$ cat src/rtl/lota_div_cell.sv
// ----------------------------------------------------------------------------
// lota_div_cell: one restoring-division cell
// Resolves one quotient bit per beat while en is high and hands remainder,
// partial word, divisor and sideband to the next cell.
// ----------------------------------------------------------------------------
module lota_div_cell #(
   parameter int NUM_W  = 15,
   parameter int DEN_W  = 6,
   parameter int SIDE_W = 1
) (
   input  logic              clock,
   input  logic              reset,
   input  logic              en,
   input  logic              in_valid,
   input  logic [DEN_W-1:0]  in_rem,
   input  logic [NUM_W-1:0]  in_word,
   input  logic [DEN_W-1:0]  in_div,
   input  logic [SIDE_W-1:0] in_side,
   output logic              out_valid,
   output logic [DEN_W-1:0]  out_rem,
   output logic [NUM_W-1:0]  out_word,
   output logic [DEN_W-1:0]  out_div,
   output logic [SIDE_W-1:0] out_side
);
   logic              valid_ff;
   logic [DEN_W-1:0]  rem_ff, rem_in;
   logic [NUM_W-1:0]  word_ff, word_in;
   logic [DEN_W-1:0]  div_ff;
   logic [SIDE_W-1:0] side_ff;
   logic [DEN_W:0]    shifted, diff;
   logic              ge;

   // word shifts numerator bits out at the top and quotient bits in at the bottom
   always_comb begin
      shifted = {in_rem, in_word[NUM_W-1]};
      diff    = shifted - {1'b0, in_div};
      ge      = (shifted >= {1'b0, in_div});
      rem_in  = ge ? diff[DEN_W-1:0] : shifted[DEN_W-1:0];
      word_in = {in_word[NUM_W-2:0], ge};
   end

   always_ff @(posedge clock) begin
      if (reset) begin
         valid_ff <= 1'b0;
      end else if (en) begin
         valid_ff <= in_valid;
      end
   end

   always_ff @(posedge clock) begin
      if (en) begin
         rem_ff  <= rem_in;
         word_ff <= word_in;
         div_ff  <= in_div;
         side_ff <= in_side;
      end
   end

   assign out_valid = valid_ff;
   assign out_rem   = rem_ff;
   assign out_word  = word_ff;
   assign out_div   = div_ff;
   assign out_side  = side_ff;
endmodule

$ cat src/rtl/lota_div_chain.sv
// ----------------------------------------------------------------------------
// lota_div_chain: pipelined divider built from a row of division cells
// NUM_W cells, one quotient bit each; a division may enter on every en beat.
// ----------------------------------------------------------------------------
module lota_div_chain #(
   parameter int NUM_W  = 15,
   parameter int DEN_W  = 6,
   parameter int SIDE_W = 1
) (
   input  logic              clock,
   input  logic              reset,
   input  logic              en,
   input  logic              in_valid,
   input  logic [NUM_W-1:0]  in_num,
   input  logic [DEN_W-1:0]  in_div,
   input  logic [SIDE_W-1:0] in_side,
   output logic              out_valid,
   output logic [NUM_W-1:0]  out_quot,
   output logic [SIDE_W-1:0] out_side
);
   logic              v   [NUM_W+1];
   logic [DEN_W-1:0]  rem [NUM_W+1];
   logic [NUM_W-1:0]  wrd [NUM_W+1];
   logic [DEN_W-1:0]  dv  [NUM_W+1];
   logic [SIDE_W-1:0] sd  [NUM_W+1];

   assign v[0]   = in_valid;
   assign rem[0] = '0;
   assign wrd[0] = in_num;
   assign dv[0]  = in_div;
   assign sd[0]  = in_side;

   for (genvar i = 0; i < NUM_W; i++) begin : g_cell
      lota_div_cell #(
         .NUM_W  (NUM_W),
         .DEN_W  (DEN_W),
         .SIDE_W (SIDE_W)
      ) u_cell (
         .clock     (clock),
         .reset     (reset),
         .en        (en),
         .in_valid  (v[i]),
         .in_rem    (rem[i]),
         .in_word   (wrd[i]),
         .in_div    (dv[i]),
         .in_side   (sd[i]),
         .out_valid (v[i+1]),
         .out_rem   (rem[i+1]),
         .out_word  (wrd[i+1]),
         .out_div   (dv[i+1]),
         .out_side  (sd[i+1])
      );
   end

   assign out_valid = v[NUM_W];
   assign out_quot  = wrd[NUM_W];
   assign out_side  = sd[NUM_W];
endmodule

$ cat config.mk
export PLATFORM = sky130hd
export DESIGN_NAME = lota_div_chain
export DESIGN_NICKNAME = d
export VERILOG_FILES = /design/src/rtl/lota_div_cell.sv /design/src/rtl/lota_div_chain.sv
export SDC_FILE = /design/constraint.sdc
export NUM_CORES = 1
export LEC_CHECK = 0
export BUFFER_PORTS_ARGS = -buffer_cell sky130_fd_sc_hd__buf_4
export CAP_MARGIN = 10
export CELL_PAD_IN_SITES_DETAIL_PLACEMENT = 1
export CELL_PAD_IN_SITES_GLOBAL_PLACEMENT = 2
export CORE_UTILIZATION = 45
export CTS_BUF_LIST = sky130_fd_sc_hd__clkbuf_8
export DETAILED_ROUTE_END_ITERATION = 8
export HOLD_SLACK_MARGIN = 0.15
export PLACE_DENSITY = 0.78
export SLEW_MARGIN = 40
export SYNTH_ARGS = -nofsm -noshare
export SYNTH_HDL_FRONTEND = slang
export SYNTH_HIERARCHICAL = 1
export SYNTH_SLANG_ARGS = --single-unit
$ cat constraint.sdc
create_clock -name clock -period 2 [get_ports clock]
set_input_delay 0.1 -clock clock [delete_from_list [all_inputs] [get_ports clock]]
set_output_delay 0.1 -clock clock [all_outputs]
set_load 0.005 [all_outputs]
# Yosys cells after proc, flatten, opt, wreduce, memory -nomap -nowiden
# Cells that the tools add are included.
# op_classes
add_sub_neg,14
n_lt_le_gt_ge,15
muxes,14
# ops
cell,n
$ge 7x6->1,14
$mux 6,13
$sub 6x6->6,13
$ge 1x6->1,1
$sub 1x6->6,1
$mux 1,1
# word_totals
output_inout_bits,17
wordCells,117
input_bits,26
ff_bits,423

# Longest topological paths before layout
# Gate-level depths: netlist of run 1.
# depth
depth_word,2
mapped_depth,8
depth_no_buf,8

# Cells and area by module
# The synthesis of run 1 kept the hierarchy.
# modules_own_cells
module,area_each_um2,seq_area_each_um2,n_inst,cells_per_inst
lota_div_cell,1256.2,860.8,15,76
lota_div_chain,3.8,0.0,1,1

# Least setup slack after synthesis of run 1
# Ideal clock, no wire load.
# synth_path
path_kind,register -> register
start,register g_cell[9].u_cell.div_ff[0]
end,"register g_cell[10].u_cell.rem_ff[2], data pin"
path_stages_with_launch,7
setup_slack_ns,-0.167
setup_ns,0.260
synth_period_minus_slack_ns,2.167
t_arrival_ns,1.907
path_buffers,0
t_required_ns,1.740
path_cell_list,edfxtp_1 ha_1 nand2b_4 a211oi_2 o21ai_1 a211oi_4 mux2_2
# synth_between
elab_chain_len,2
elab_cells_between_ends,3
classes_between,add/sub (1); order compare (1); mux (1)
# synth_lines
item,line_no,source
"start, declared",lota_div_cell.sv:28,logic [DEN_W-1:0] div_ff;
"start signal, assigned",lota_div_cell.sv:54,div_ff <= in_div;
$sub 6x6->6 / $ge 7x6->1 (equally long branches),"lota_div_cell.sv:36, lota_div_cell.sv:37",
$mux 6 *,lota_div_cell.sv:38,rem_in = ge ? diff[DEN_W-1:0] : shifted[DEN_W-1:0];
via g_cell[10].u_cell.rem_in[2],lota_div_cell.sv:26,"logic [DEN_W-1:0] rem_ff, rem_in;"
"end signal, assigned",lota_div_cell.sv:52,rem_ff <= rem_in;
"end, declared",lota_div_cell.sv:26,
# The timed path passes the listed nets; every way through them passes the cells marked *.
# A chain may end at the register's enable or synchronous reset.

# Final worst setup path of run 1
# layout_path
start,register g_cell[6].u_cell.div_ff[0]
end,"register g_cell[7].u_cell.rem_ff[4], data pin"
# layout_between
elab_chain_len,2
elab_cells_between_ends,3
classes_between,add/sub (1); order compare (1); mux (1)
# layout_lines
item,line_no
"start, declared",lota_div_cell.sv:28
"start signal, assigned",lota_div_cell.sv:54
$sub 6x6->6 / $ge 7x6->1 (equally long branches),"lota_div_cell.sv:36, lota_div_cell.sv:37"
$mux 6 *,lota_div_cell.sv:38
via g_cell[7].u_cell.rem_in[4],lota_div_cell.sv:26
"end signal, assigned",lota_div_cell.sv:52
"end, declared",lota_div_cell.sv:26
# Marks and branches as above.

==> results of run 1 <==
## power breakdown
| group | total (mW) | switching (mW) | internal (mW) |
|---|---|---|---|
| Clock | 6.92 | 3.43 | 3.49 |
| Combinational | 9.94 | 4.07 | 5.87 |
| Sequential | 12.1 | 0.720 | 11.4 |
## worst register-to-register path: stages, from the launching register on
cell,delay [ns]
edfxtp_1,0.46
buf_4,0.18
ha_1,0.21
fa_2,0.37
inv_1,0.07
a21o_1,0.12
a21oi_1,0.08
xnor2_1,0.13
mux2_4,0.26
## per-stage QoR
step | hold WS (ns) | setup TNS (ns) | power, mW | setup WS, ns | util (%)
finish | 0.2111 | -4.630 | 29.01 | -0.1354 | 59.68
global route | 0.1804 | -10.53 | 30.63 | -0.2082 | 59.68
CTS | 0.1515 | -5.523 | 28.96 | -0.1694 | 58.78
detailed placement | 0.2793 | -10.79 | 20.85 | -0.2219 | 52.71
global placement | 0.2785 | -6.907 | 20.42 | -0.1711 | 52.71
floorplan | 0.1724 | -4.782 | 17.54 | -0.1177 | -
## state kept, by name (all words and copies together), names as in the netlist
signal / cells
g_cell.u_cell/out_word: 225
g_cell.u_cell/out_valid: 15
g_cell.u_cell/out_side: 15
g_cell.u_cell/out_rem: 84
g_cell.u_cell/out_div: 84
## worst paths after layout
path                                                       end  slack, ns  cells after the start
worst max register to register     g_cell[7].u_cell/out_rem[4]      -0.14                      8
worst min register to register  g_cell[14].u_cell/out_word[14]       0.41                      0
worst max-delay path               g_cell[7].u_cell/out_rem[4]      -0.14                      8
worst min-delay path             g_cell[0].u_cell/out_word[13]       0.21                      2
## metal layers
metal / up-vias / global-route usage [%] / wire length (um)
li1: 4948 / - / -
met1: 5021 / 19.46 / 14120
met2: 141 / 32.08 / 18940
met3: 56 / 3.579 / 1180
met4: 0 / 6.418 / 688
met5: - / 0 / 0
## layout make-up
type | instances | area (sq um) | share of cell area (%)
clock inverters | 55 | 236.5 | 0.9928
inverters | 147 | 551.8 | 2.316
flip-flops and latches | 423 | 12550 | 52.69
repair buffers | 307 | 2589 | 10.87
well taps | 525 | 656.9 | 2.758
clock buffers | 75 | 1032 | 4.333
multi-input cells | 543 | 6202 | 26.04
## cell usage in the layout (no fill, tap or decap), types with 17 or more instances in the layout
master,n
edfxtp_1,408
buf_4,236
inv_1,146
clkbuf_8,75
mux2_4,52
ha_1,52
ha_4,43
mux2i_1,38
a21oi_1,33
buf_6,33
dlygate4sd3_1,31
inv_2,31
nor2_1,29
a311o_1,28
xnor2_1,27
a211oi_4,24
clkinv_1,17
## timing repair
item                       4_1_cts  5_1_grt
hold buffers                    31        0
hold endpoints to repair       163        0
gates resized for setup        124       61
pin swaps                       32       29
setup endpoints to repair       88       93
setup buffers                   32        5
==> impl_metrics.toml, run 1 <==
[status]
status = "complete, but fails checks"
violations = "negative setup slack"

[critical_path]
end_kind = "register"
crit_required_ns = 2.35
cp_max_fo = 2
crit_buf_inv = 2
critPathTopFamily = "adder cells"
timing.rr.start = "g_cell[6].u_cell/out_div[0]"
cpPeakStageDelay_ns = 0.46
critPathLaunch = "g_cell[6].u_cell/out_div[0]"
worst-endpoint-arrival_ns = 2.49
critical-path-slowest-cell = "edfxtp_1"
start_kind = "register"
path_class = "register to register"
path_cells = "buf_4, ha_1, fa_2, inv_1, a21o_1, a21oi_1, xnor2_1, mux2_4"

[sta]
max_freq_mhz = 468.3
period_needed_ns = 2.135
fin_crit_sh_pct = 106.8
slew_viol_final = 0
setup_viol = 63
fin_skew_ns = 0.01543
hold_viol = 0
worst_slack_ns = -0.1354
rsz0062_at_grt = "yes"

[worst_hold_path]
hold_path.class = "primary input to register"
min_from = "in_num[12]"

[place]
gp_congestion = 0.8013
dp.cells = 1879
port_buffers = 42
detailed_place_hpwl_mm = 22.81
place_area_sq_mm = 0.02104

[die]
initial_utilization_pct = 45.77
die_h_um = 203.5
die_area_sq_mm = 0.04141
rows = 73
io_pins = 43
die_w_um = 203.5
coreArea_sq_mm = 0.03991

[yosys]
netlist_area_sq_mm = 0.01827
synthCells = 1103
yosysWarnings = 6
syn_avg_cell_area_sq_um = 16.56

[cells_and_area]
num_antenna_cells = 0
areaGrowthSynthToFinish_pct = 30.38
nets = 1639
drive_gt1_share_pct = 39.68
final_area_sq_mm = 0.02382
fin_cells = 2075
fillers = 3691

[clock_tree]
numCtsBuffers = 73
cts_buffer_depth = 3
cts_sinks = 423
cts_tree = "done"
clk_pin_slew_ns = 0.06
cts_root_buf = "clkbuf_8"
insertion_delay_ns = 0.61
htree_num_levels = 3

[global_routing]
grt_max_degree = 70
first_global_vias = 11170
grt_use_total_pct = 17.31
grt_pass1_wl_mm = 56.24
grt_overflow = 0
antenna_found_initial = 0

[power]
power.leakage_nw = 9.434
ir_drop_mv = 0.6107
cellPowerDensity_mw_per_mm2 = 1218

[route]
wl_per_cell_um = 16.83
vias = 10170
wl_mm = 34.93
first_iter_violations = 389
drc_errors = 0
antenna_left = 0
drtPass1Iterations = 4
avgViaCountPerCell = 4.899

[job]
drv_cap = 0
(Power assumes the default switching activity.)
==> run 2: changes to the inputs <==
SKIP_CTS_REPAIR_TIMING = 1   (was unset)
==> run 2 against run 1 <==
The flow still finishes with violations (negative setup slack). Combinational power decreased by 0.8%. Routed wire length fell by 0.30%. Sequential share of layout area increased by 0.54 points. Sequential power about the same. Final cell count fell by 0.77%. Non-clock buffer count is 16 lower. Highest routed layer unchanged.
==> impl_metrics.toml, run 2 (synthesis results as in run 1) <==
[route]
first_iter_violations = 395
vias = 10120
wl_per_cell_um = 16.91
avgViaCountPerCell = 4.915
antenna_left = 0
drtPass1Iterations = 4
wl_mm = 34.82
drc_errors = 0

[global_routing]
top_usage_layer = "met2"
grt_util_met1_pct = 18.89
use_met3_pct = 3.627
grt_overflow = 0
grt_use_total_pct = 16.48
grt_pass1_wl_mm = 53.59
first_global_vias = 10700
use_met2_pct = 29.72
grt_max_degree = 70
antenna_found_initial = 0

[sta]
setup_viol = 76
worst_slack_ns = -0.1888
period_needed_ns = 2.189
max_freq_mhz = 456.9
fin_skew_ns = 0.02023
slew_viol_final = 0
hold_viol = 0
rsz0062_at_grt = "yes"
fin_crit_sh_pct = 109.4

[place]
dpl_worst_slack_ns = -0.2219
gp_congestion = 0.8013
port_buffers = 42
place_area_sq_mm = 0.02104
detailed_place_hpwl_mm = 22.81

[die]
die_w_um = 203.5
io_pins = 43
die_area_sq_mm = 0.04141
die_h_um = 203.5
initial_utilization_pct = 45.77
coreArea_sq_mm = 0.03991
rows = 73

[critical_path]
path_class = "register to register"
path_cells = "buf_4, buf_4, ha_4, fa_2, inv_2, a21o_1, a21oi_2, xnor2_1, mux2_4"
cpPeakStageDelay_ns = 0.45
critical-path-slowest-cell = "edfxtp_1"
crit_buf_inv = 3
end_kind = "register"
critPathTopFamily = "adder cells"
cp_common_cell = "buf_4"
crit_required_ns = 2.36
worst-endpoint-arrival_ns = 2.55
cp_max_fo = 2
start_kind = "register"

[cells_and_area]
utilization_pct = 59.07
areaGrowthSynthToFinish_pct = 29.05
drive_gt1_share_pct = 38.59
final_area_sq_mm = 0.02358
nets = 1623
fillers = 3700
largest_reg_flops = 225
layout_commonest_cell = "edfxtp_1"
num_antenna_cells = 0
layout_common_cells = "408 x edfxtp_1, 224 x buf_4, 147 x inv_1, 75 x clkbuf_8, 58 x ha_1"

[clock_tree]
htree_num_levels = 3
insertion_delay_ns = 0.62
cts_tree = "done"
cts_buffer_depth = 3
numCtsBuffers = 73
clk_pin_slew_ns = 0.06
cts_root_buf = "clkbuf_8"
cts_sinks = 423

[job]
drv_cap = 0

[power]
finalPower_mw = 28.92
cellPowerDensity_mw_per_mm2 = 1227
power.leakage_nw = 9.357
ir_drop_mv = 0.6061

[worst_hold_path]
hold_path.class = "primary input to register"

[status]
status = "complete, but fails checks"
violations = "negative setup slack"
## run 2: cell count changes in the layout (fill, tap and decap cells not counted), moves of 3 or more
cell	delta
ha_2	+3
dlygate4sd3_1	-4
ha_4	-9
buf_4	-12
ha_1	+6
## run 2: power breakdown
group | total [mW] | internal [mW] | leakage, nW | switching (mW)
Clock | 6.93 | 3.49 | 0.762 | 3.44
Sequential | 12.1 | 11.4 | 4.09 | 0.703
Combinational | 9.86 | 5.77 | 4.50 | 4.09
## run 2: cell type report
cell class | instances | area [sq um] | share of cell area, %
tap | 525 | 656.9 | 2.786
timing repair buffer | 291 | 2459 | 10.43
clock buffer | 75 | 1032 | 4.378
sequential | 423 | 12550 | 53.24
clock inverter | 55 | 236.5 | 1.003
multi-input combinational | 543 | 6090 | 25.83
inverter | 147 | 551.8 | 2.340
## run 2: final timing paths
path                                              startpoint  slack, ns  depth (start not counted)                      endpoint
worst max-delay path             g_cell[9].u_cell/out_div[0]      -0.19                          9  g_cell[10].u_cell/out_rem[4]
worst max register to register   g_cell[9].u_cell/out_div[0]      -0.19                          9  g_cell[10].u_cell/out_rem[4]
worst min-delay path                                 in_side       0.21                          2     g_cell[0].u_cell/out_side
worst min register to register  g_cell[6].u_cell/out_word[5]       0.41                          0  g_cell[7].u_cell/out_word[6]
## run 2: per-layer routing
metal / vias to the layer above / wire [um]
met3: 65 / 1334
met4: 0 / 767
met5: - / 0
met1: 4993 / 14020
li1: 4920 / -
met2: 142 / 18700
## run 2: per-stage QoR
| step | hold WS, ns | TNS [ns] | std cells |
|---|---|---|---|
| 4_1_cts | -0.3963 | -11.89 | 2009 |
| 5_1_grt | 0.1748 | -12.81 | 2059 |
| 3_3_place_gp | 0.2785 | -6.907 | 1879 |
| 6_report | 0.2076 | -6.597 | 2059 |
| 2_1_floorplan | 0.1724 | -4.782 | 1113 |
| 3_5_place_dp | 0.2793 | -10.79 | 1879 |
