<file path="src/rtl/lota_pkg.sv">
// ----------------------------------------------------------------------------
// lota_pkg: shared types and constants for the LoRa time-on-air core
// Field widths, mode codes, branch codes and the sideband records that ride
// alongside the divider cell chains.
// ----------------------------------------------------------------------------
package lota_pkg;

   localparam int SF_W   = 4;
   localparam int BW_W   = 21;
   localparam int CR_W   = 3;
   localparam int MODE_W = 2;
   localparam int PRE_W  = 16;
   localparam int PAY_W  = 8;
   localparam int AIR_W  = 50;
   localparam int QTR_W  = 20;
   localparam int DATA_W = 12;

   // symbol-count divider: numerators below 2^15, divisors up to 48
   localparam int SDIV_NUM_W = 15;
   localparam int SDIV_DEN_W = 6;

   localparam logic [BW_W-1:0] BW_MAX_HZ  = 21'd1625000;
   localparam logic [17:0]     QTR_SCALE  = 18'd250000;
   localparam logic [SF_W-1:0] SF_MIN     = 4'd5;
   localparam logic [SF_W-1:0] SF_MAX     = 4'd12;
   localparam logic [SF_W-1:0] SF_LDRO_ON = 4'd11;
   localparam logic [SF_W-1:0] SF_FS_ON   = 4'd6;
   localparam logic [CR_W-1:0] CR_LI_MIN  = 3'd5;
   localparam logic [CR_W-1:0] CR_MAX     = 3'd7;

   localparam logic [MODE_W-1:0] MODE_OFF  = 2'd0;
   localparam logic [MODE_W-1:0] MODE_ON   = 2'd1;
   localparam logic [MODE_W-1:0] MODE_AUTO = 2'd2;
   localparam logic [MODE_W-1:0] MODE_BAD  = 2'd3;

   typedef enum logic [2:0] {
      BR_NORMAL   = 3'b001,
      BR_LI_HDR   = 3'b010,
      BR_LI_FIXED = 3'b100
   } branch_type;

   typedef struct packed {
      logic             invalid;
      logic             ldro;
      logic             fs;
      logic             li;
      branch_type       branch;
      logic [CR_W-1:0]  cr;
      logic [PRE_W-1:0] pre;
      logic [SF_W-1:0]  sf;
      logic [BW_W-1:0]  bw;
   } sdiv_side_type;

   typedef struct packed {
      logic             invalid;
      logic             ldro;
      logic             fs;
      logic             li;
      logic [QTR_W-1:0] quarters;
   } ldiv_side_type;

endpackage

</file>
<file path="src/rtl/lota_front.sv">
// ----------------------------------------------------------------------------
// lota_front: query check, mode resolution and divider operand setup
// Picks the symbol-count branch and forms both ceiling-division operands.
// ----------------------------------------------------------------------------
module lota_front (
   input  logic [lota_pkg::SF_W-1:0]        spreading_factor,
   input  logic [lota_pkg::BW_W-1:0]        bandwidth_hz,
   input  logic [lota_pkg::CR_W-1:0]        code_rate,
   input  logic [lota_pkg::MODE_W-1:0]      ldro_mode,
   input  logic [lota_pkg::MODE_W-1:0]      fine_sync_mode,
   input  logic [lota_pkg::MODE_W-1:0]      interleave_mode,
   input  logic [lota_pkg::PRE_W-1:0]       preamble_symbols,
   input  logic                             explicit_header,
   input  logic                             crc_present,
   input  logic [lota_pkg::PAY_W-1:0]       payload_bytes,
   output logic [lota_pkg::SDIV_NUM_W-1:0]  num_a,
   output logic [lota_pkg::SDIV_DEN_W-1:0]  div_a,
   output logic [lota_pkg::SDIV_NUM_W-1:0]  num_b,
   output logic [lota_pkg::SDIV_DEN_W-1:0]  div_b,
   output logic                             neg_b,
   output lota_pkg::sdiv_side_type          side
);
   import lota_pkg::*;

   logic               invalid, fs, li, ldro;
   logic [8:0]         bytes;
   logic signed [13:0] hbits, h2, b8, p8, pbits, pbits_h, a_fix;
   logic [3:0]         bps, st;
   logic [3:0]         d;
   logic [SDIV_DEN_W-1:0] div4;
   logic [13:0]        t2bd;

   always_comb begin
      invalid = (spreading_factor < SF_MIN) || (spreading_factor > SF_MAX) ||
                (bandwidth_hz == '0) || (bandwidth_hz > BW_MAX_HZ) ||
                (code_rate == '0) || (ldro_mode == MODE_BAD) ||
                (fine_sync_mode == MODE_BAD) || (interleave_mode == MODE_BAD);

      fs   = (fine_sync_mode == MODE_AUTO) ? (spreading_factor <= SF_FS_ON)
                                           : fine_sync_mode[0];
      li   = (interleave_mode == MODE_AUTO) ? (code_rate >= CR_LI_MIN)
                                            : interleave_mode[0];
      ldro = (ldro_mode == MODE_AUTO) ? (spreading_factor >= SF_LDRO_ON)
                                      : ldro_mode[0];

      bytes = {1'b0, payload_bytes} + {7'd0, crc_present, 1'b0};
      b8    = $signed({2'b00, bytes, 3'b000});
      p8    = $signed({3'b000, payload_bytes, 3'b000});
      hbits = $signed({8'd0, spreading_factor, 2'b00}) + $signed({10'd0, fs, 3'b000})
              - 14'sd8 - (explicit_header ? 14'sd20 : 14'sd0);
      bps   = spreading_factor - {2'b00, ldro, 1'b0};
      st    = spreading_factor - 4'd2 + {2'b00, fs, 1'b0};
      d     = {1'b0, code_rate} + ((code_rate == CR_MAX) ? 4'd1 : 4'd0);
      div4  = {bps, 2'b00};

      // normal branch payload bits, clamped at zero
      pbits = b8 - hbits;
      if (pbits < 0) begin
         pbits = '0;
      end
      // interleaved explicit-header branch clamps header bits first
      h2 = hbits;
      if ((hbits < b8) && (hbits > p8)) begin
         h2 = p8;
      end
      pbits_h = b8 - h2;
      if (pbits_h < 0) begin
         pbits_h = '0;
      end

      t2bd  = (14'(bytes) * 14'(d)) << 1;
      a_fix = $signed(t2bd) - $signed({7'd0, st, 3'b000});

      num_b = '0;
      div_b = {2'b00, bps};
      neg_b = 1'b0;
      if (!li) begin
         side.branch = BR_NORMAL;
         num_a = SDIV_NUM_W'(pbits[12:0]) + SDIV_NUM_W'(div4) - 15'd1;
         div_a = div4;
      end else if (explicit_header) begin
         side.branch = BR_LI_HDR;
         num_a = SDIV_NUM_W'(pbits_h[12:0]) * SDIV_NUM_W'(d) + SDIV_NUM_W'(div4) - 15'd1;
         div_a = div4;
      end else begin
         side.branch = BR_LI_FIXED;
         num_a = SDIV_NUM_W'(t2bd) + SDIV_NUM_W'(st) - 15'd1;
         div_a = {2'b00, st};
         // signed ceiling: floor of the magnitude when negative
         if (a_fix < 0) begin
            neg_b = 1'b1;
            num_b = SDIV_NUM_W'(-a_fix);
         end else begin
            num_b = SDIV_NUM_W'(a_fix) + SDIV_NUM_W'(bps) - 15'd1;
         end
      end

      side.invalid = invalid;
      side.ldro    = ldro;
      side.fs      = fs;
      side.li      = li;
      side.cr      = code_rate;
      side.pre     = preamble_symbols;
      side.sf      = spreading_factor;
      side.bw      = bandwidth_hz;
   end
endmodule

</file>
<file path="config.mk">
export PLATFORM = sky130hd
export DESIGN_NAME = lota_front
export DESIGN_NICKNAME = d
export VERILOG_FILES = /design/src/rtl/lota_pkg.sv /design/src/rtl/lota_front.sv
export SDC_FILE = /design/constraint.sdc
export NUM_CORES = 1
export LEC_CHECK = 0
export BUFFER_PORTS_ARGS = -buffer_cell sky130_fd_sc_hd__clkbuf_2
export CORE_MARGIN = 5
export CORE_UTILIZATION = 64
export DETAILED_ROUTE_END_ITERATION = 12
export PLACE_DENSITY = 0.91
export SETUP_SLACK_MARGIN = 0.15
export SYNTH_ARGS = -nofsm -noshare
export SYNTH_HDL_FRONTEND = slang
export SYNTH_SLANG_ARGS = --single-unit
</file>
<file path="constraint.sdc">
create_clock -name vclk -period 56.1
set_clock_uncertainty 0.15 [all_clocks]
set_input_delay 16.83 -clock vclk [all_inputs]
set_output_delay 16.83 -clock vclk [all_outputs]
set_load 0.01 [all_outputs]
</file>
Word level (Yosys, flattened, before mapping)
Index checks and enable logic that the tools add are counted.
{"block": "op_classes", "n_addsub": 20, "mul": 2, "n_lt_le_gt_ge": 11, "eq_ne": 7, "n_mux": 20, "reduce_logical": 10}
{"operator": "$mux 15", "n": 5}
{"operator": "$sub 15x1->15 const B", "n": 3}
{"operator": "$lt 14x1->1 const B", "n": 3}
{"operator": "$mux 13", "n": 2}
{"operator": "$gt 21x21->1 const B", "n": 1}
{"operator": "$logic_not 21->1", "n": 1}
{"operator": "$add 14x4->15", "n": 1}
{"operator": "$add 14x5->15", "n": 1}
{"operator": "$add 15x6->15", "n": 1}
{"operator": "$mul 13x4->15", "n": 1}
{"operator": "$neg 14->15", "n": 1}
{"operator": "$sub 14x1->15 const B", "n": 1}
{"operator": "$add 13x6->14", "n": 1}
{"operator": "$mux 14", "n": 1}
{"operator": "$sub 13x14->14", "n": 1}
{"operator": "$sub 13x9->14", "n": 1}
{"operator": "$sub 14x8->14", "n": 1}
{"operator": "$lt 9x13->1", "n": 1}
{"operator": "$mul 9x4->13", "n": 1}
{"operator": "$eq 2x2->1 const B", "n": 6}
{"operator": "$gt 9x12->1", "n": 1}
{"operator": "$mux 6", "n": 2}
{"operator": "$add 8x2->9", "n": 1}
{"operator": "$sub 8x6->9", "n": 1}
{"operator": "other kinds (18)", "n": 31}
{"block": "totals", "reg_bits": 0, "in_bits": 60, "out_inout_bits": 94}

Logic depth before layout (Yosys ltp)
{"block": "depth", "depth_word": 16, "mapped_depth": 50, "depth_no_buf": 47}

Worst setup path after synthesis
No wires, ideal clock.
{"block": "synth_path", "path_type": "input -> output", "startpoint": "input spreading_factor[3] in the netlist's numbering", "endpoint": "output num_a[14] in the netlist's numbering", "arrival_time_ps": 25970, "path_slack_ps": 13150, "stages": 45, "path_cell_list": "inv_1 -> ha_1 -> o211ai_1 -> a31oi_1 -> ha_1 -> inv_1 -> ha_1 -> inv_1 -> fa_1 -> xnor2_1 -> a41o_1 -> clkbuf_1 -> ha_1 -> and4_1 -> a221oi_1 -> o311a_1 -> nor3b_1 -> buf_2 -> [... 9 more ...] -> buf_2 -> buf_2 -> nand3_1 -> fa_1 -> fa_1 -> fa_1 -> inv_1 -> fa_1 -> a21o_1 -> a211oi_1 -> nor2_1 -> or4_1 -> a31oi_1 -> o21bai_1 -> xnor2_1 -> xnor2_1 -> xnor2_1 -> a21oi_1"}
{"block": "synth_between", "elab_chain_cells": 16, "elab_cells_between_ends": 29}
{"element": "start: declaration", "line": "lota_front.sv:6", "source": "input logic [lota_pkg::SF_W-1:0] spreading_factor,"}
{"element": "$le 4x3->1", "line": "lota_front.sv:39", "source": "fs = (fine_sync_mode == MODE_AUTO) ? (spreading_factor <= SF_FS_ON)"}
{"element": "$mux 1", "line": "lota_front.sv:39"}
{"element": "$add 6x4->7", "line": "lota_front.sv:49", "source": "hbits = $signed({8'd0, spreading_factor, 2'b00}) + $signed({10'd0, fs, 3'b000})"}
{"element": "$sub 7x4->8", "line": "lota_front.sv:50", "source": "- 14'sd8 - (explicit_header ? 14'sd20 : 14'sd0);"}
{"element": "$sub 8x6->9", "line": "lota_front.sv:50"}
{"element": "$lt 9x13->1 or $gt 9x12->1 (tied branches)", "line": "lota_front.sv:63", "source": "if ((hbits < b8) && (hbits > p8)) begin"}
{"element": "$logic_and 1x1->1", "line": "lota_front.sv:63"}
{"element": "$mux 14", "line": "lota_front.sv:63"}
{"element": "$sub 13x14->14", "line": "lota_front.sv:66", "source": "pbits_h = b8 - h2;"}
{"element": "$lt 14x1->1", "line": "lota_front.sv:67", "source": "if (pbits_h < 0) begin"}
{"element": "$mux 13", "line": "lota_front.sv:67"}
{"element": "$mul 13x4->15", "line": "lota_front.sv:83", "source": "num_a = SDIV_NUM_W'(pbits_h[12:0]) * SDIV_NUM_W'(d) + SDIV_NUM_W'(div4) - 15'd1;"}
{"element": "$add 15x6->15", "line": "lota_front.sv:83"}
{"element": "$sub 15x1->15", "line": "lota_front.sv:83"}
{"element": "$mux 15", "line": "lota_front.sv:81", "source": "end else if (explicit_header) begin"}
{"element": "$mux 15 *", "line": "lota_front.sv:77", "source": "if (!li) begin"}
{"element": "end: declaration", "line": "lota_front.sv:16", "source": "output logic [lota_pkg::SDIV_NUM_W-1:0] num_a,"}
Every way passes the cells marked *; elsewhere a longest branch is shown, timed or not.

Final worst setup path
Same ends and word-level chain as after synthesis.

==> impl_summary.txt <==
----------------------------------------------------
[Setup path]
  Slowest Stage Delay on Critical Path ... 680 ps
  Critical path startpoint category ... input port
  Data arrival time of the worst path ... 27260 ps
  Top fanout value on the critical path ... 22
  Critical path required time ... 39120 ps
  Sort of element at the end of the critical path ... output pin
  CP max stage cell ... sky130_fd_sc_hd__fa_1
  Classification of the worst setup path ... in -> out

[Placed design]
  Global placement routability congestion ... 0.936
  Sum of net half-perimeters after detailed placement ... 17900 um
  Port-buffer cells ... 120

[STA]
  Post-layout minimum cycle time ... 44240 ps
  Worst slew margin relative to its limit ... 0.411
  Highest Clock Rate ... 0.0226 GHz
  Final setup violating endpoints ... 0
  Portion of the clock cycle consumed by the worst path in the final layout ... 0.789
  Count of endpoints failing hold in the final timing report ... 0
  Post-Route Setup TNS ... 0 ps
  Max Slew Vio Count ... 0
  Unrepaired setup endpoints after global routing ... false
  Slew at the pin with the worst max-slew slack ... 876 ps

[Synth]
  Count of different cell masters after synthesis ... 68
  Fraction of synthesized area in multiplexers ... 0.0103
  Compound-cell area share of the yosys netlist ... 0.194
  Gate Count Post-Synth ... 1104
  Post-Synthesis Mean Instance Area ... 7.25 sq um
  Area share of and/or/nand/nor cells after synthesis ... 0.196
  Largest area contributor in the synthesized netlist ... sky130_fd_sc_hd__ha_1
  YS warnings ... 0
  Share of Yosys cell area claimed by the top area cell type ... 0.242
  Post-synthesis adder-cell area fraction ... 0.355
  Cell types occupying the most area after synthesis ... sky130_fd_sc_hd__ha_1 24%, sky130_fd_sc_hd__fa_1 11%, sky130_fd_sc_hd__inv_1 8.2%
  Sequential cell area fraction in the yosys report ... 0
  Parity-gate share of the synthesized area counting xor and xnor cells ... 0.0973
  Largest family of logic cells by synthesized area ... adder cells
  Post-synth design cell area ... 8010 sq um

[Floorplan]
  Core region area ... 12200 sq um
  Site row count ... 40
  Ports placed on the boundary ... 154
  Die extent in y ... 122 um
  Die Width ... 122 um
  Initial cell density of the core ... 0.658
  Die outline area ... 14800 sq um

[Final layout]
  Share of layout cells above drive strength 1 ... 0.131
  Clock Buffer Count ... 0
  Count of flip-flops and latches ... 0
  Fill count ... 987
  Number of nets at the end of the flow ... 1414
  Area Growth Syn to Fin ... 4.36%
  Sequential standard cell area ... 0 sq um

[GRT]
  Total GRT Usage ... 0.269
  Antenna violations before repair ... 1
  Maximum number of pins on one net before global-route repair ... 27
  Via count of the first global-routing pass ... 7059
  Wire length of the first global-routing pass ... 33100 um
  Residual overflow from global routing ... 0

[Worst hold path]
  Worst hold path depth ... 0
  Classification of the worst-slack hold path ... in -> out
  Startpoint of the worst hold path ... preamble_symbols[0]
  Sink of the worst hold path ... side[25]

[Routing]
  DRT antenna net count ... 0
  Starting DRC count in detailed routing ... 657
  Remaining design rule violation count ... 0
  Final wirelength ... 20900 um
  Count of TritonRoute iterations in the first routing pass ... 5
  Routed vias/inst ... 5.87
  Via count ... 7759
  Average wire per standard cell ... 15.8 um

[Clock tree]
  Setup Fix Bufs, Post-CTS ... 0
  Hold-fix buffers at CTS ... 0
  Count of instances resized after the clock tree is built ... 0

[Run]
  Number of maximum-capacitance constraint violations ... 0

[Power and ir drop]
  Peak ir drop on the vdd network ... 0.0000364 V
  Power density normalized to cell area ... 62.6 nW/um^2
  Overall power consumption ... 0.523 mW
  Static Leakage ... 4.47 nW

[Outcome]
  Status ... finished clean

----------------------------------------------------
## kinds of logic (layout without fill, tap and decap cells)
kind of cell,Yosys count,in the layout
multiplexers,8,8
AO/OA/AOI/OAI,233,233
XOR/XNOR,89,89
adder cells (fa/ha/maj),200,200
AND/OR/NAND/NOR,317,317
other,1,3
buffers and inverters,256,303
## metrics by stage
| stage | worst slack, ps | hold WS (ps) | util | area, sq um | cells |
|---|---|---|---|---|---|
| after floorplan | 13150 | 33560 | - | 8010 | 1105 |
| after global placement | 12460 | 33510 | 0.687 | 8350 | 1320 |
| after detailed placement | 12090 | 33510 | 0.687 | 8350 | 1320 |
| after CTS | 12060 | 33510 | 0.687 | 8350 | 1320 |
| after global routing | 11150 | 33510 | 0.687 | 8360 | 1321 |
| final | 11860 | 33510 | 0.687 | 8360 | 1321 |
## cells in the final DEF (no fill, tap or decap), types with 4 or more instances in the layout
master / count
sky130_fd_sc_hd__inv_1: 175
sky130_fd_sc_hd__ha_1: 155
sky130_fd_sc_hd__clkbuf_2: 120
sky130_fd_sc_hd__nand2_1: 98
sky130_fd_sc_hd__a21oi_1: 71
sky130_fd_sc_hd__nor2_1: 62
sky130_fd_sc_hd__xnor2_1: 58
sky130_fd_sc_hd__fa_1: 45
sky130_fd_sc_hd__o21ai_0: 43
sky130_fd_sc_hd__xor2_1: 30
sky130_fd_sc_hd__a21o_1: 28
sky130_fd_sc_hd__and2_1: 24
sky130_fd_sc_hd__and3_1: 24
sky130_fd_sc_hd__nand3_1: 20
sky130_fd_sc_hd__nor3_1: 18
sky130_fd_sc_hd__a211oi_1: 18
sky130_fd_sc_hd__nor2b_1: 14
sky130_fd_sc_hd__nand2b_1: 13
sky130_fd_sc_hd__o211ai_1: 10
sky130_fd_sc_hd__nand4_1: 10
sky130_fd_sc_hd__a31oi_1: 8
sky130_fd_sc_hd__o21a_1: 8
sky130_fd_sc_hd__or2_2: 8
sky130_fd_sc_hd__nor4_1: 7
sky130_fd_sc_hd__or3_1: 7
sky130_fd_sc_hd__mux2i_1: 6
sky130_fd_sc_hd__o22ai_1: 5
sky130_fd_sc_hd__buf_4: 4
## layout make-up
type               instances  area, sq um  area share
repair buffers           124          631      0.0755
well taps                168          210      0.0252
multi-input cells        849         6830       0.818
diodes                     1         2.50    0.000299
inverters                179          679      0.0813
## how the worst max path moves through the flow
stage | from | endpoint | slack, ps | cells after the start
after floorplan | spreading_factor[3] | num_a[14] | 13150 | 45
after global placement | spreading_factor[3] | num_a[14] | 12460 | 45
after detailed placement | spreading_factor[3] | num_a[14] | 12090 | 45
after CTS | spreading_factor[3] | num_a[14] | 12060 | 46
after global routing | spreading_factor[3] | num_a[14] | 11150 | 47
final | spreading_factor[3] | num_a[14] | 11860 | 45
## cell usage after synthesis (all sizes together) (3+ instances only)
library cell	instances
or2	8
buf	62
inv	177
nand2b	14
o32ai	3
o22ai	5
ha	155
nor2	62
o21a	8
a21oi	71
o31a	3
a211oi	20
xor2	31
nand2	98
nand3	21
clkbuf	15
or3	8
and3	24
a21o	28
a31oi	8
nor2b	14
nand4	10
o21bai	3
fa	45
o211ai	10
a21boi	3
and2	24
o31ai	3
a31o	3
nor4	7
o21ai	46
mux2i	6
nor3	18
xnor2	58
## per-layer routing
layer  GRT usage  vias up  part of all wire
met2       0.446      376              0.44
met3      0.0292       46             0.089
met4      0.0889        0             0.037
met1       0.363     3568              0.43
met5           0        -                 0
li1            -     3769                 -
## where the power goes
part,switching [mW],total [mW],internal [mW]
logic,0.304,0.523,0.220
clock network,0,0.00000000239,0.00000000239
registers,0,0,0
## critical path, delay by kind of cell
kind / cells / cell delay, ps
and+or+nand+nor: 10 / 1880
adders and majority gates: 10 / 4000
AOI/OAI and AO/OA: 11 / 2580
muxes: 1 / 90
buffers and inverters: 9 / 1210
xor gates and xnor gates: 4 / 640
No activity file was read; power rests on OpenSTA's default activity.
